**config.mk**
```make
export PLATFORM = sky130hd
export DESIGN_NAME = mtq_cell
export DESIGN_NICKNAME = d
export VERILOG_FILES = /design/src/rtl/core/mtq_pkg.sv /design/src/rtl/core/mtq_cell.sv
export SDC_FILE = /design/constraint.sdc
export NUM_CORES = 1
export LEC_CHECK = 0
export ABC_AREA = 1
export BUFFER_PORTS_ARGS = -buffer_cell sky130_fd_sc_hd__buf_2
export CORE_MARGIN = 10
export CORE_UTILIZATION = 25
export DETAILED_ROUTE_END_ITERATION = 16
export GPL_TIMING_DRIVEN = 0
export SETUP_SLACK_MARGIN = 0.2
export SLEW_MARGIN = 5
export SYNTH_ARGS = -nofsm -noshare
export SYNTH_HDL_FRONTEND = slang
export SYNTH_SLANG_ARGS = --single-unit
```
**constraint.sdc**
```tcl
create_clock -name clock -period 3.8 [get_ports clock]
set_input_delay 0.19 -clock clock [delete_from_list [all_inputs] [get_ports clock]]
set_output_delay 0.19 -clock clock [all_outputs]
set_load 0.005 [all_outputs]
```
**src/rtl/core/mtq_pkg.sv**
```systemverilog
// Shared types and codes for the max tracking queue.
package mtq_pkg;

   localparam int unsigned DEPTH = 1024;

   localparam logic [1:0] KIND_ENQ = 2'd0;
   localparam logic [1:0] KIND_DEQ = 2'd1;
   localparam logic [1:0] KIND_MAX = 2'd2;

   localparam logic [1:0] ST_OK    = 2'd0;
   localparam logic [1:0] ST_EMPTY = 2'd1;
   localparam logic [1:0] ST_FULL  = 2'd2;

   typedef struct packed {
      logic [1:0]         kind;
      logic signed [31:0] value;
   } req_type;

   typedef struct packed {
      logic signed [31:0] result_value;
      logic [1:0]         status;
   } rsp_type;

   // One queue slot: stored value and the max of it and everything behind it.
   typedef struct packed {
      logic               valid;
      logic signed [31:0] value;
      logic signed [31:0] peak;
   } entry_type;

   // Broadcast to every cell for the accepted item.
   typedef struct packed {
      logic               enq;
      logic               deq;
      logic signed [31:0] value;
   } cmd_type;

endpackage

```
**src/rtl/core/mtq_cell.sv**
```systemverilog
// One slot of the queue cell row: holds an entry, shifts toward the head on dequeue.
module mtq_cell (
   input  logic                clock,
   input  logic                reset,
   input  mtq_pkg::cmd_type    cmd,
   input  logic                prev_valid,   // neighbor toward the head
   input  mtq_pkg::entry_type  next_entry,   // neighbor toward the tail
   output mtq_pkg::entry_type  entry
);

   mtq_pkg::entry_type entry_ff;
   mtq_pkg::entry_type entry_in;

   always_comb begin
      entry_in = entry_ff;
      if (cmd.deq) begin
         entry_in = next_entry;
      end else if (cmd.enq) begin
         if (entry_ff.valid) begin
            // trailing run of maxima not above the new value gets raised
            if ($signed(entry_ff.peak) <= $signed(cmd.value)) begin
               entry_in.peak = cmd.value;
            end
         end else if (prev_valid) begin
            entry_in.valid = 1'b1;
            entry_in.value = cmd.value;
            entry_in.peak  = cmd.value;
         end
      end
   end

   always_ff @(posedge clock) begin
      if (reset) begin
         entry_ff.valid <= 1'b0;
      end else begin
         entry_ff.valid <= entry_in.valid;
      end
      entry_ff.value <= entry_in.value;
      entry_ff.peak  <= entry_in.peak;
   end

   assign entry = entry_ff;

endmodule
```
==> results, run 1 <==
- The run finished with clean final reports.
- Setup slack on the critical path of the routed design comes to ~1200 ps.
- The slowest stage of the critical path belongs to the cell sky130_fd_sc_hd__inv_2.
- The routed length per placed instance is between 15 and 20 um.
- The net switching component of the power is roughly 0.57 mW.
- The clock root buffer master is sky130_fd_sc_hd__clkbuf_16.
- The estimated wirelength of the detail-placed design is ~10000 um.
- Based on the critical path, the design can be clocked at up to roughly 400 MHz.
- The number of flip-flops in the largest register is 65.
- After synthesis, flip-flops and latches occupy 53.6% of the total area.
- The via count of the first global-routing pass is around 3700.
- The top routing layer in use is met5.
- The number of cells in the finished layout apart from fillers is around 740.
- After floorplanning, the core was divided into 43 placement rows.
- The overall via count from detail_route is about 3300.
- The total overflow left after global routing is 0.
- The setup TNS is 0 ps.
- The number of nets produced by synthesis is ~500.
- The fraction of synthesized cell area taken by the top area cell type is about 53%.
- The total of flip-flops plus latches after synthesis is 65.
- The endpoint class of the critical path is a flip-flop.
- The number of placed instances, taps included is just over 700.
- In this run the worst path has a maximum fanout of 32.
- The initial antenna violation count was 1.
- Per report_power, the combinational group accounts for 20.0% of the total.
- The clock transition time at the flip-flop clock pins of the worst setup and hold paths is approximately 60 ps.
- The clock network burns ~36% of the power.
- The internal power of the cells totals 1.48 mW.
- The count of nets left with antenna violations once routing finished came out at 0.
- Counting every sink on the clock net gives 65.
- The count of buffers added by post-CTS timing repair for setup is 0.
- Per report_power, the sequential group accounts for between 40% and 50% of the total.
- For the pin with the worst max-slew slack, the measured transition is a little under 800 ps.
- The CTS H-tree depth is 3.
- The worst slew margin relative to its limit is 47.1%.
- The worst path uses 67.6% of the clock period.
- The count of filler cells inserted in the layout is approximately 1500.
- After floorplanning, the core was sized to cover between 10000 and 15000 um^2.
- In the layout the commonest cells are 174 x sky130_fd_sc_hd__buf_2, 102 x sky130_fd_sc_hd__nand2_1, 64 x sky130_fd_sc_hd__edfxtp_1.
- The data arrival time of the worst path is around 2500 ps.
- By startpoint and endpoint, the worst setup path is classified as flip-flop to flip-flop.
- In this run the static leakage power is 2.43 nW.
- At the end of routability-driven placement, the weighted congestion stood at ~0.80.
- The detail-routed via count per cell is around 4.5.
- STA classifies the critical path startpoint as a flip-flop.
- The signal on the critical path passes through ha_1 -> a21oi_1 -> o21ai_0 -> a21oi_1 -> nand2_1 -> nand2_1 -> nand3_1 -> nand3_1 -> nand2_1 -> inv_2.
- Wires add up to between 10000 and 15000 um.
- The CTS tree is yes.
- Summed over all instances, the cell type with the most area after synthesis is sky130_fd_sc_hd__edfxtp_1.
- The met1 wire length is roughly 5300 um.
- The required time of the critical path is ~3800 ps.
- The max-slew violation count was 0.
- The most repeated library cell on the critical path is sky130_fd_sc_hd__nand2_1.
- In the routed design, unresolved DRC markers number 0.
- Clock skew on the completed layout was measured at between 6 and 7 ps.
- Setup repair after global routing left no endpoint under its margin.
- The power per cell area is 413 nW/um^2.
- Max-cap violations in this run came to 0.
- The number of detailed-route iterations in the first pass is 4.
- The clock insertion delay at the later pin of the skew report is roughly 330 ps.
- The total global routing track utilization is 12.6%.
- The total standard cell area after synthesis is roughly 3600 um^2.
- The first routing iteration left 138 violations.
- The sum of met3 wire segment lengths after detailed routing is 945 um.
- The count of cell types in the netlist is 25.
- During synthesis, Yosys emitted a total of 0 warnings.
- The floorplan step set the die width to ~140 um.
- Wire segments on met2 add up to between 6000 and 7000 um in the final route.
- The global-route wire length before repair is a little under 20000 um.
- The initial standard-cell utilization of the core is roughly 26%.
- The peak supply drop is ~170 uV.
- Grouping stages by cell kind, the critical path spends the most delay in buffers and inverters.
- The count of nets after finishing is ~680.
- Synthesis handed over a netlist of between 300 and 400 instances.
- The floorplan die area is between 15000 and 20000 um^2.
- For this run, the slowest stage of the critical path takes roughly 580 ps.
- The post-route netlist has a little over a third of its cells at a drive strength greater than 1.
- The pin count of the biggest net entering global routing is 33.
- The number of failing hold endpoints at the final stage is 0.
- In this run the count of I/O pins placed on the die edge is 167.
- The count of hold buffers inserted by post-cts repair is 0.
- The number of buffers created by CTS is 9.
- The most common cell after layout, fill and taps aside is sky130_fd_sc_hd__buf_2.
- The finished layout cell area is about 5000 um^2.
- The number of buffers on the longest clock path is 2.
- Together, buffers and inverters on the worst path number 1.
- The placement-stage worst setup slack is roughly 1200 ps.
- The number of endpoints failing setup at the final stage is 0.
- The tightest hold path in the finished design has a slack of ~19 ps.
- The type of the tightest min-delay check is primary input to flip-flop.
- In this run the mean area of a mapped cell was around 9.7 um^2.
- Buffers placed on the I/O ports in this run total between 150 and 200.
- In this run the vertical extent of the chip is approximately 140 um.
- The switching power as a share of total power is around 28%.
- The repair_antennas step left the layout with diodes totalling 0.
- The cell area after placement is 4710 um^2.
- After clock tree synthesis, the repair step resized 0 gates.
- In the post-synthesis netlist, the biggest area contributors are sky130_fd_sc_hd__edfxtp_1 53%, sky130_fd_sc_hd__ha_1 11%, sky130_fd_sc_hd__nand2_1 11%.
- The final period demand of the worst path is between 2000 and 3000 ps.
- The area added between synthesis and finish is 37.1%.
-- cell type report --
type | count | area, um^2 | area share, %
repair buffers | 166 | 853 | 17.2
well taps | 180 | 225 | 4.54
clock inverters | 6 | 25.0 | 0.504
multi-input cells | 243 | 1440 | 28.9
clock buffers | 10 | 229 | 4.61
flip-flops and latches | 65 | 1940 | 39.1
plain buffers | 17 | 75.1 | 1.51
inverters | 48 | 180 | 3.63
-- worst reg2reg max path, stage by stage, from the launching register on --
cell                       delay (ps)
sky130_fd_sc_hd__edfxtp_1         380
sky130_fd_sc_hd__ha_1             310
sky130_fd_sc_hd__a21oi_1          170
sky130_fd_sc_hd__o21ai_0          110
sky130_fd_sc_hd__a21oi_1          210
sky130_fd_sc_hd__nand2_1          110
sky130_fd_sc_hd__nand2_1           90
sky130_fd_sc_hd__nand3_1           80
sky130_fd_sc_hd__nand3_1           90
sky130_fd_sc_hd__nand2_1           60
sky130_fd_sc_hd__inv_2            580
-- power groups by stage --
| stage | combinational [mW] | sequential, mW | clock (mW) |
|---|---|---|---|
| after global placement | 0.406 | 0.925 | 0 |
| after global routing | 0.469 | 0.921 | 0.784 |
| after floorplan | 0.198 | 0.933 | 0 |
| after detailed placement | 0.420 | 0.927 | 0 |
| final | 0.410 | 0.911 | 0.731 |
| after CTS | 0.422 | 0.913 | 0.753 |
-- layer usage --
layer,up-vias,global-route usage (%)
met4,2,5.22
met5,-,0
met1,1507,14.2
li1,1649,-
met2,108,21.4
met3,18,4.26
-- Yosys cell counts (all sizes together) --
| master | number |
|---|---|
| nand2 | 105 |
| nand3 | 3 |
| inv | 47 |
| a21o | 1 |
| clkbuf | 8 |
| ha | 32 |
| dfxtp | 1 |
| o31ai | 32 |
| a21oi | 17 |
| or2 | 1 |
| buf | 9 |
| nor2 | 12 |
| nand4 | 2 |
| nor3 | 1 |
| clkinv | 1 |
| edfxtp | 64 |
| o21ai | 35 |
| o21a | 2 |
-- logic make-up after synthesis --
family	count (synthesis)	share of synthesized area (%)
AOI/OAI and AO/OA	87	14.6
buffers and inverters	65	7.05
adders and majority gates	32	11.1
and+or+nand+nor	124	13.7
DFF	65	53.6
-- per-stage QoR --
step	util (%)	power, mW
2_1_floorplan	-	1.13
3_3_place_gp	33.3	1.33
3_5_place_dp	33.6	1.35
4_1_cts	35.4	2.09
5_1_grt	35.4	2.17
6_report	35.4	2.05
-- path summary, 6_finish.rpt --
path                           from                endpoint  slack [ps]  depth (start not counted)
max reg2reg     entry[15]$_DFFE_PP_      entry[3]$_DFFE_PP_        1230                         10
min reg2reg  entry[64]$_SDFFE_PP0P_  entry[64]$_SDFFE_PP0P_         590                          2
min                           reset  entry[64]$_SDFFE_PP0P_          20                          2
max             entry[15]$_DFFE_PP_      entry[3]$_DFFE_PP_        1230                         10
Power figures use the tool's default switching activity.
==> inputs of run 2 (changes only) <==
==> constraint.sdc (replaced) <==
create_clock -name clock -period 2.2 [get_ports clock]
set_input_delay 0.11 -clock clock [delete_from_list [all_inputs] [get_ports clock]]
set_output_delay 0.11 -clock clock [all_outputs]
set_load 0.005 [all_outputs]
==> run 2 against run 1 <==
Non-clock buffer count increased by 11. Combinational power rose by 110%. Register-to-register slack lost 1100 ps. Setup slack worse by 1100 ps. Sequential power is 75% higher. Die area is the same. Sequential share of layout area down 2.9 points. Final area is 8.1% higher. Global-route usage up 0.66 points. Wire length rose by 4.9%. Maximum frequency up 23%.
==> results, run 2 (same netlist as run 1, synthesis figures left out) <==
- The number of buffers on the longest clock path was 2 (unchanged).
- The clock skew after layout is 4.64 ps (-2.24 ps).
- The detail-routed via count per cell is 4.53 (+1.4%).
- The most common cell after layout, fill and taps aside is sky130_fd_sc_hd__buf_2.
- The via count of the first global-routing pass is 3644 (-0.57%).
- The required time of the critical path is 2300 ps (-1450 ps).
- The peak supply drop is 351 uV (+110%).
- The part of the cycle the worst path needs is 95.1% (+27 points).
- The max-slew violation count is 0 (unchanged).
- The number of endpoints failing setup at the final stage came to 0 (unchanged).
- The first-iteration detailed-routing DRC count came to 143 (+3.6%).
- The most repeated library cell on the critical path is sky130_fd_sc_hd__nand2_2.
- The data arrival time of the worst path is 2190 ps (-330 ps).
- In this run the worst hold path is classified as primary input to flip-flop.
- The floorplan die area is 19700 um^2 (unchanged).
- On the critical path the largest part of the delay comes from simple AND/OR/NAND/NOR gates.
- The slack of the worst reg-to-reg path came to 110 ps (-1120 ps).
- The power per cell area was 685 nW/um^2 (+66%).
- TritonCTS built the clock tree.
- Relative to the synthesized area, the layout overhead comes to 48.2%.
- The number of I/O pins is 167 (unchanged).
- The share of power burned in registers is 43.1% (-1.3 points).
- The number of buffers created by CTS is 9 (unchanged).
- The clock root buffer master is sky130_fd_sc_hd__clkbuf_16.
- The TritonCTS sink count is 65 (unchanged).
- The overall via count from detail_route is 3395 (+3.4%).
- The largest fanout of any net on the critical path is 7 (-78%).
- The stage delay of the slowest cell on the critical path is 390 ps (-190 ps).
- In the layout the commonest cells are 174 x sky130_fd_sc_hd__buf_2, 89 x sky130_fd_sc_hd__nand2_1, 64 x sky130_fd_sc_hd__edfxtp_1.
- The post-detailed-route count of antenna-violating nets is 0 (unchanged).
- The final weighted congestion in routability-driven placement is 0.794 (-0.82%).
- The horizontal die dimension came to 140 um (unchanged).
- Setup repair after global routing could not meet its margin everywhere.
- The number of detailed-route iterations in the first pass is 4 (unchanged).
- The number of failing hold endpoints at the final stage is 0 (unchanged).
- The setup TNS is 0 ps (unchanged).
- The final period demand of the worst path came to 2090 ps (-477 ps).
- The critical path is of the flip-flop to flip-flop type.
- The transition at the pin with the smallest max-transition slack came to 833 ps (+40.2 ps).
- The clock network fraction of design power is 33.5% (-2.1 points).
- The total global routing overflow came to 0 (unchanged).
- The pin count of the biggest net entering global routing came to 17 (-48%).
- The global-route wire length before repair is 20300 um (+3.7%).
- On the critical path, the stage with the largest delay is an instance of sky130_fd_sc_hd__edfxtp_1.
- The flow ran to the end, and the final reports show no timing, DRC or antenna violations.
- The core area was 14000 um^2 (unchanged).
- The vertical die dimension is 140 um (unchanged).
- The clock insertion delay at the later pin of the skew report is 330 ps (about the same).
- The total leakage power is 2.51 nW (+3.1%).
- The CTS H-tree depth came to 3 (unchanged).
- The routed length per placed instance is 17.8 um (+3.0%).
- The share of cells above drive strength 1 is 44.0% (+7.4 points).
- The worst slew margin relative to its limit is 44.5% (-2.6 points).
- The clock transition time at the flip-flop clock pins of the worst setup and hold paths was 50 ps (about the same).
- The internal power consumption is 2.65 mW (+79%).
- The critical path goes through ha_1 -> nand2_1 -> nor2_4 -> nand2_2 -> clkinv_1 -> nand2_1 -> nand2_2 -> nand2_2 -> nand2_2 -> nand2_2 -> nand3_2 -> nand2_4 -> clkinvlp_4 -> buf_8.
- The total global routing track utilization is 13.3% (+0.66 points).
- The count of input and output buffers was 165 (unchanged).
- The standard-cell row count was 43 (unchanged).
- The count of nets after finishing was 697 (+1.9%).
- The worst setup path is captured at a flip-flop.
- The initial standard-cell utilization of the core is 25.8% (unchanged).
- The net switching component of the power is 1.03 mW (+81%).
- The final design utilization is 38.2% (+2.9 points).
- The number of flip-flops in the largest register is 65 (unchanged).
- The max-capacitance violation count is 0 (unchanged).
- The portion of total power attributed to combinational logic is 23.4% (+3.4 points).
- The initial antenna violation count is 2 (+1).
- The total wire length is 13300 um (+4.9%).
- The peak clock frequency supported by timing is 478 MHz (+23%).
- STA classifies the critical path startpoint as a flip-flop.
- The switching power as a share of total power is 28.0% (+0.24 points).
- The buffer and inverter count on the worst path is 3 (+2).
- The estimated wirelength of the detail-placed design is 10200 um (-1.2%).
- The DRC violations left is 0 (unchanged).
==> run 2: layout make-up <==
type                            instances  area (um^2)
Fill cell                            1442         8670
Sequential cell                        65         1940
Multi-Input combinational cell        244         1710
Timing Repair Buffer                  177          970
Clock buffer                           10          229
Tap cell                              180          225
Inverter                               48          184
Buffer                                 17         75.1
Clock inverter                          6         25.0
Timing Repair inverter                  1         7.51
Antenna cell                            1         2.50
==> run 2: power by group through the flow <==
| stage | sequential (mW) | clock [mW] | combinational (mW) |
|---|---|---|---|
| after global placement | 1.60 | 0 | 0.710 |
| after global routing | 1.60 | 1.33 | 0.976 |
| after CTS | 1.58 | 1.28 | 0.795 |
| after detailed placement | 1.60 | 0 | 0.720 |
| after floorplan | 1.61 | 0 | 0.350 |
| final | 1.59 | 1.23 | 0.862 |
==> run 2: worst paths after layout <==
check	to	startpoint	depth (start not counted)
worst min register to register	entry[64]$_SDFFE_PP0P_	entry[64]$_SDFFE_PP0P_	2
worst max register to register	entry[27]$_DFFE_PP_	entry[13]$_DFFE_PP_	14
worst max-delay path	entry[27]$_DFFE_PP_	entry[13]$_DFFE_PP_	14
worst min-delay path	entry[45]$_DFFE_PP_	next_entry[45]	3
==> run 2: layer usage <==
| layer | track usage [%] | up-vias | part of all wire [%] |
|---|---|---|---|
| li1 | - | 1678 | - |
| met1 | 15.3 | 1582 | 41 |
| met2 | 21.9 | 116 | 49 |
| met3 | 5.31 | 17 | 8.2 |
| met4 | 4.51 | 2 | 1.8 |
| met5 | 0 | - | 0.067 |
==> run 2: metrics by stage <==
step | hold slack [ps] | instances | instance area, um^2 | setup WS [ps] | power (mW)
2_1_floorplan | 189 | 373 | 3650 | -3.68 | 1.96
3_3_place_gp | 278 | 718 | 4700 | -619 | 2.30
3_5_place_dp | 277 | 718 | 4700 | -664 | 2.32
5_1_grt | 56.2 | 749 | 5370 | -35.3 | 3.90
6_report | 53.7 | 749 | 5370 | 107 | 3.68
4_1_cts | 34.0 | 746 | 5150 | 86.5 | 3.65
==> run 2: tightest hold or removal path: cells and delay by family <==
family                 cells  cell delay, ps
buffers and inverters      1              70
AND/OR/NAND/NOR            1              40
AO/OA/AOI/OAI              1              50
==> run 2: timing repair <==
| action | 4_1_cts | 5_1_grt |
|---|---|---|
| endpoints found under the hold margin | 1 | 0 |
| buffers inserted | 9 | 2 |
| cloned | 2 | 0 |
| gates resized for setup | 19 | 31 |
| setup endpoints to repair | 64 | 32 |
| hold buffers | 1 | 0 |
| pin swaps | 4 | 13 |
==> inputs of run 3 (changes only) <==
--- a/config.mk
+++ b/config.mk
@@ -11,6 +11,7 @@
 export CORE_UTILIZATION = 25
 export DETAILED_ROUTE_END_ITERATION = 16
 export GPL_TIMING_DRIVEN = 0
+export RECOVER_POWER = 50
 export SETUP_SLACK_MARGIN = 0.2
 export SLEW_MARGIN = 5
 export SYNTH_ARGS = -nofsm -noshare
==> run 3 against run 2 <==
Utilization shrank 0.42 points. Non-clock buffer count is the same. Wire length is essentially flat. Combinational power shrank 2.3%. Final area shrank 1.1%. Critical path depth shrank 3. Die area is the same. Power shrank 0.37%. Clock-buffer cell count is the same. Largest cell class unchanged. Largest power group unchanged. Highest routed layer unchanged.
==> results, run 3 (same netlist as run 1, synthesis figures left out) <==
- The flow ran to the end, and the final reports show no timing, DRC or antenna violations.
- The number of flip-flops in the largest register is 65 (unchanged).
- The TritonCTS sink count is 65 (unchanged).
- The setup TNS was 0 ps (unchanged).
- The number of failing hold endpoints at the final stage is 0 (unchanged).
- The library cells used most frequently in the layout, excluding fill and tap cells, are 127 x sky130_fd_sc_hd__buf_2, 89 x sky130_fd_sc_hd__nand2_1, 64 x sky130_fd_sc_hd__edfxtp_1.
- The total wire length is 13400 um (about the same).
- The worst slew margin relative to its limit is 44.8% (+0.33 points).
- The total leakage power was 2.36 nW (-5.7%).
- The finished layout cell area is 5310 um^2 (-1.1%).
- The cell area after placement was 4700 um^2 (unchanged).
- The count of input and output buffers is 165 (unchanged).
- The data arrival time of the worst path is 2180 ps (about the same).
- The pin count of the biggest net entering global routing is 17 (unchanged).
- The part of the cycle the worst path needs is 94.9% (-0.20 points).
- The number of I/O pins was 167 (unchanged).
- The slack of the worst reg-to-reg path came to 110 ps (about the same).
- The max-slew violation count came to 0 (unchanged).
- The DRC violations left is 0 (unchanged).
- STA classifies the critical path startpoint as a flip-flop.
- The type of the tightest min-delay check is primary input to flip-flop.
- The worst setup path is of the flip-flop to flip-flop kind.
- For hold timing, the worst endpoint is entry[45]$_DFFE_PP_.
- The required time of the critical path was 2300 ps (about the same).
- The standard-cell row count was 43 (unchanged).
- The final weighted congestion in routability-driven placement is 0.794 (unchanged).
- The CTS H-tree depth is 3 (unchanged).
- The total global routing track utilization came to 13.3% (unchanged).
- The routed length per placed instance is 17.8 um (about the same).
- The floorplan die area is 19700 um^2 (unchanged).
- The final design utilization was 37.8% (-0.42 points).
- The number of detailed-route iterations in the first pass was 4 (unchanged).
- STA classifies the critical path endpoint as a flip-flop.
- The global-route wire length before repair is 20300 um (unchanged).
- The worst register-to-register path begins at entry[23]$_DFFE_PP_.
- The number of buffers on the longest clock path came to 2 (unchanged).
- The CTS tree is yes.
- The core area is 14000 um^2 (unchanged).
- The smallest hold slack came to 53.6 ps (-0.141 ps).
- The worst hold path stage count came to 3 (unchanged).
- The critical path goes through ha_4 -> a21oi_1 -> o21a_1 -> nand2_2 -> a21oi_4 -> nand2_2 -> nand2_2 -> nand3_2 -> nand2_4 -> clkinvlp_4 -> buf_8.
- The transition at the pin with the smallest max-transition slack came to 828 ps (-4.97 ps).
- The initial standard-cell utilization of the core is 25.8% (unchanged).
- The horizontal die dimension is 140 um (unchanged).
- The clock insertion delay at the later pin of the skew report came to 330 ps (about the same).
- The vertical die dimension is 140 um (unchanged).
- The share of cells above drive strength 1 is 35.7% (-8.3 points).
- The peak clock frequency supported by timing came to 479 MHz (+0.21%).
- The clock skew after layout was 5.30 ps (+0.662 ps).
- The detail-routed via count per cell came to 4.55 (+0.41%).
- The peak supply drop is 343 uV (-2.3%).
- The most repeated library cell on the critical path is sky130_fd_sc_hd__nand2_2.
- The start point of the worst min-delay path is next_entry[45].
- The stage delay of the slowest cell on the critical path was 430 ps (+40 ps).
- The max-capacitance violation count came to 0 (unchanged).
- The power per cell area is 690 nW/um^2 (+0.74%).
- The final period demand of the worst path is 2090 ps (-4.34 ps).
- The largest fanout of any net on the critical path is 7 (unchanged).
- The initial antenna violation count is 2 (unchanged).
- The overall via count from detail_route came to 3409 (+0.41%).
- The count of nets after finishing is 697 (unchanged).
- The logic depth of the worst register-to-register path is 11 (-3).
- The clock root buffer master is sky130_fd_sc_hd__clkbuf_16.
- The first-iteration detailed-routing DRC count is 152 (+6.3%).
- The library cell used most frequently in the layout, excluding fill and tap cells, is sky130_fd_sc_hd__buf_2.
- The number of buffers created by CTS was 9 (unchanged).
- The slowest cell on the critical path is sky130_fd_sc_hd__edfxtp_1.
- The area added between synthesis and finish is 46.6%.
- Setup repair after global routing could not meet its margin everywhere.
- The total global routing overflow is 0 (unchanged).
- The clock transition time at the flip-flop clock pins of the worst setup and hold paths was 50 ps (about the same).
- The via count of the first global-routing pass is 3644 (unchanged).
- The number of endpoints failing setup at the final stage is 0 (unchanged).
- The post-detailed-route count of antenna-violating nets came to 0 (unchanged).
- The estimated wirelength of the detail-placed design is 10200 um (unchanged).
- The endpoint identified for the worst register-to-register timing path is entry[27]$_DFFE_PP_.
## run 3: cell types whose count changed in the layout (fill, tap and decap cells not counted)
cell                       before  now
sky130_fd_sc_hd__buf_2        174  127
sky130_fd_sc_hd__clkbuf_1       9   56
## run 3: worst max-delay path by stage
stage	start	endpoint	slack [ps]	cells after the start
after global placement	entry[15]$_DFFE_PP_	entry[12]$_DFFE_PP_	-620	11
after global routing	entry[13]$_DFFE_PP_	entry[22]$_DFFE_PP_	-40	12
after floorplan	entry[5]$_DFFE_PP_	entry[0]$_DFFE_PP_	-4	13
final	entry[23]$_DFFE_PP_	entry[27]$_DFFE_PP_	110	11
after detailed placement	entry[15]$_DFFE_PP_	entry[13]$_DFFE_PP_	-660	11
after CTS	entry[9]$_DFFE_PP_	entry[22]$_DFFE_PP_	90	14
## run 3: critical path: cells and delay by family, from the launching register on
kind	cells	cell delay (ps)
adders and majority gates	1	270
and+or+nand+nor	5	390
AOI/OAI and AO/OA	3	460
buffers and inverters	2	290
DFF	1	430
## run 3: final cells by class
type	instances	area, um^2
Timing Repair Buffer	177	911
Inverter	48	184
Clock inverter	6	25.0
Sequential cell	65	1940
Buffer	17	75.1
Multi-Input combinational cell	244	1710
Clock buffer	10	229
Timing Repair inverter	1	7.51
Fill cell	1455	8730
Tap cell	180	225
Antenna cell	1	2.50
## run 3: where the power goes
group	total (mW)	switching (mW)	leakage [nW]	internal, mW
Clock	1.24	0.494	0.126	0.741
Combinational	0.842	0.476	1.57	0.365
Sequential	1.59	0.0666	0.666	1.52
Total	3.67	1.04	2.36	2.63
## run 3: per-stage QoR
step | setup WS (ps) | instances | total power [mW]
2_1_floorplan | -3.68 | 373 | 1.96
3_3_place_gp | -619 | 718 | 2.30
3_5_place_dp | -664 | 718 | 2.32
4_1_cts | 86.5 | 746 | 3.65
5_1_grt | -35.3 | 749 | 3.89
6_report | 112 | 749 | 3.67
## run 3: repair_timing
item	CTS	global route
gates cloned	2	0
endpoints found under the setup margin	64	32
hold endpoints to repair	1	0
hold buffers	1	0
buffers inserted	9	2
pin swaps	4	13
gates resized for setup	19	31
## run 3: layer usage
metal	part of all wire, %	GRT usage [%]	vias up
met1	41	15.3	1592
met2	49	21.9	118
li1	-	-	1680
met4	1.8	4.51	2
met5	0.067	0	-
met3	7.8	5.31	17
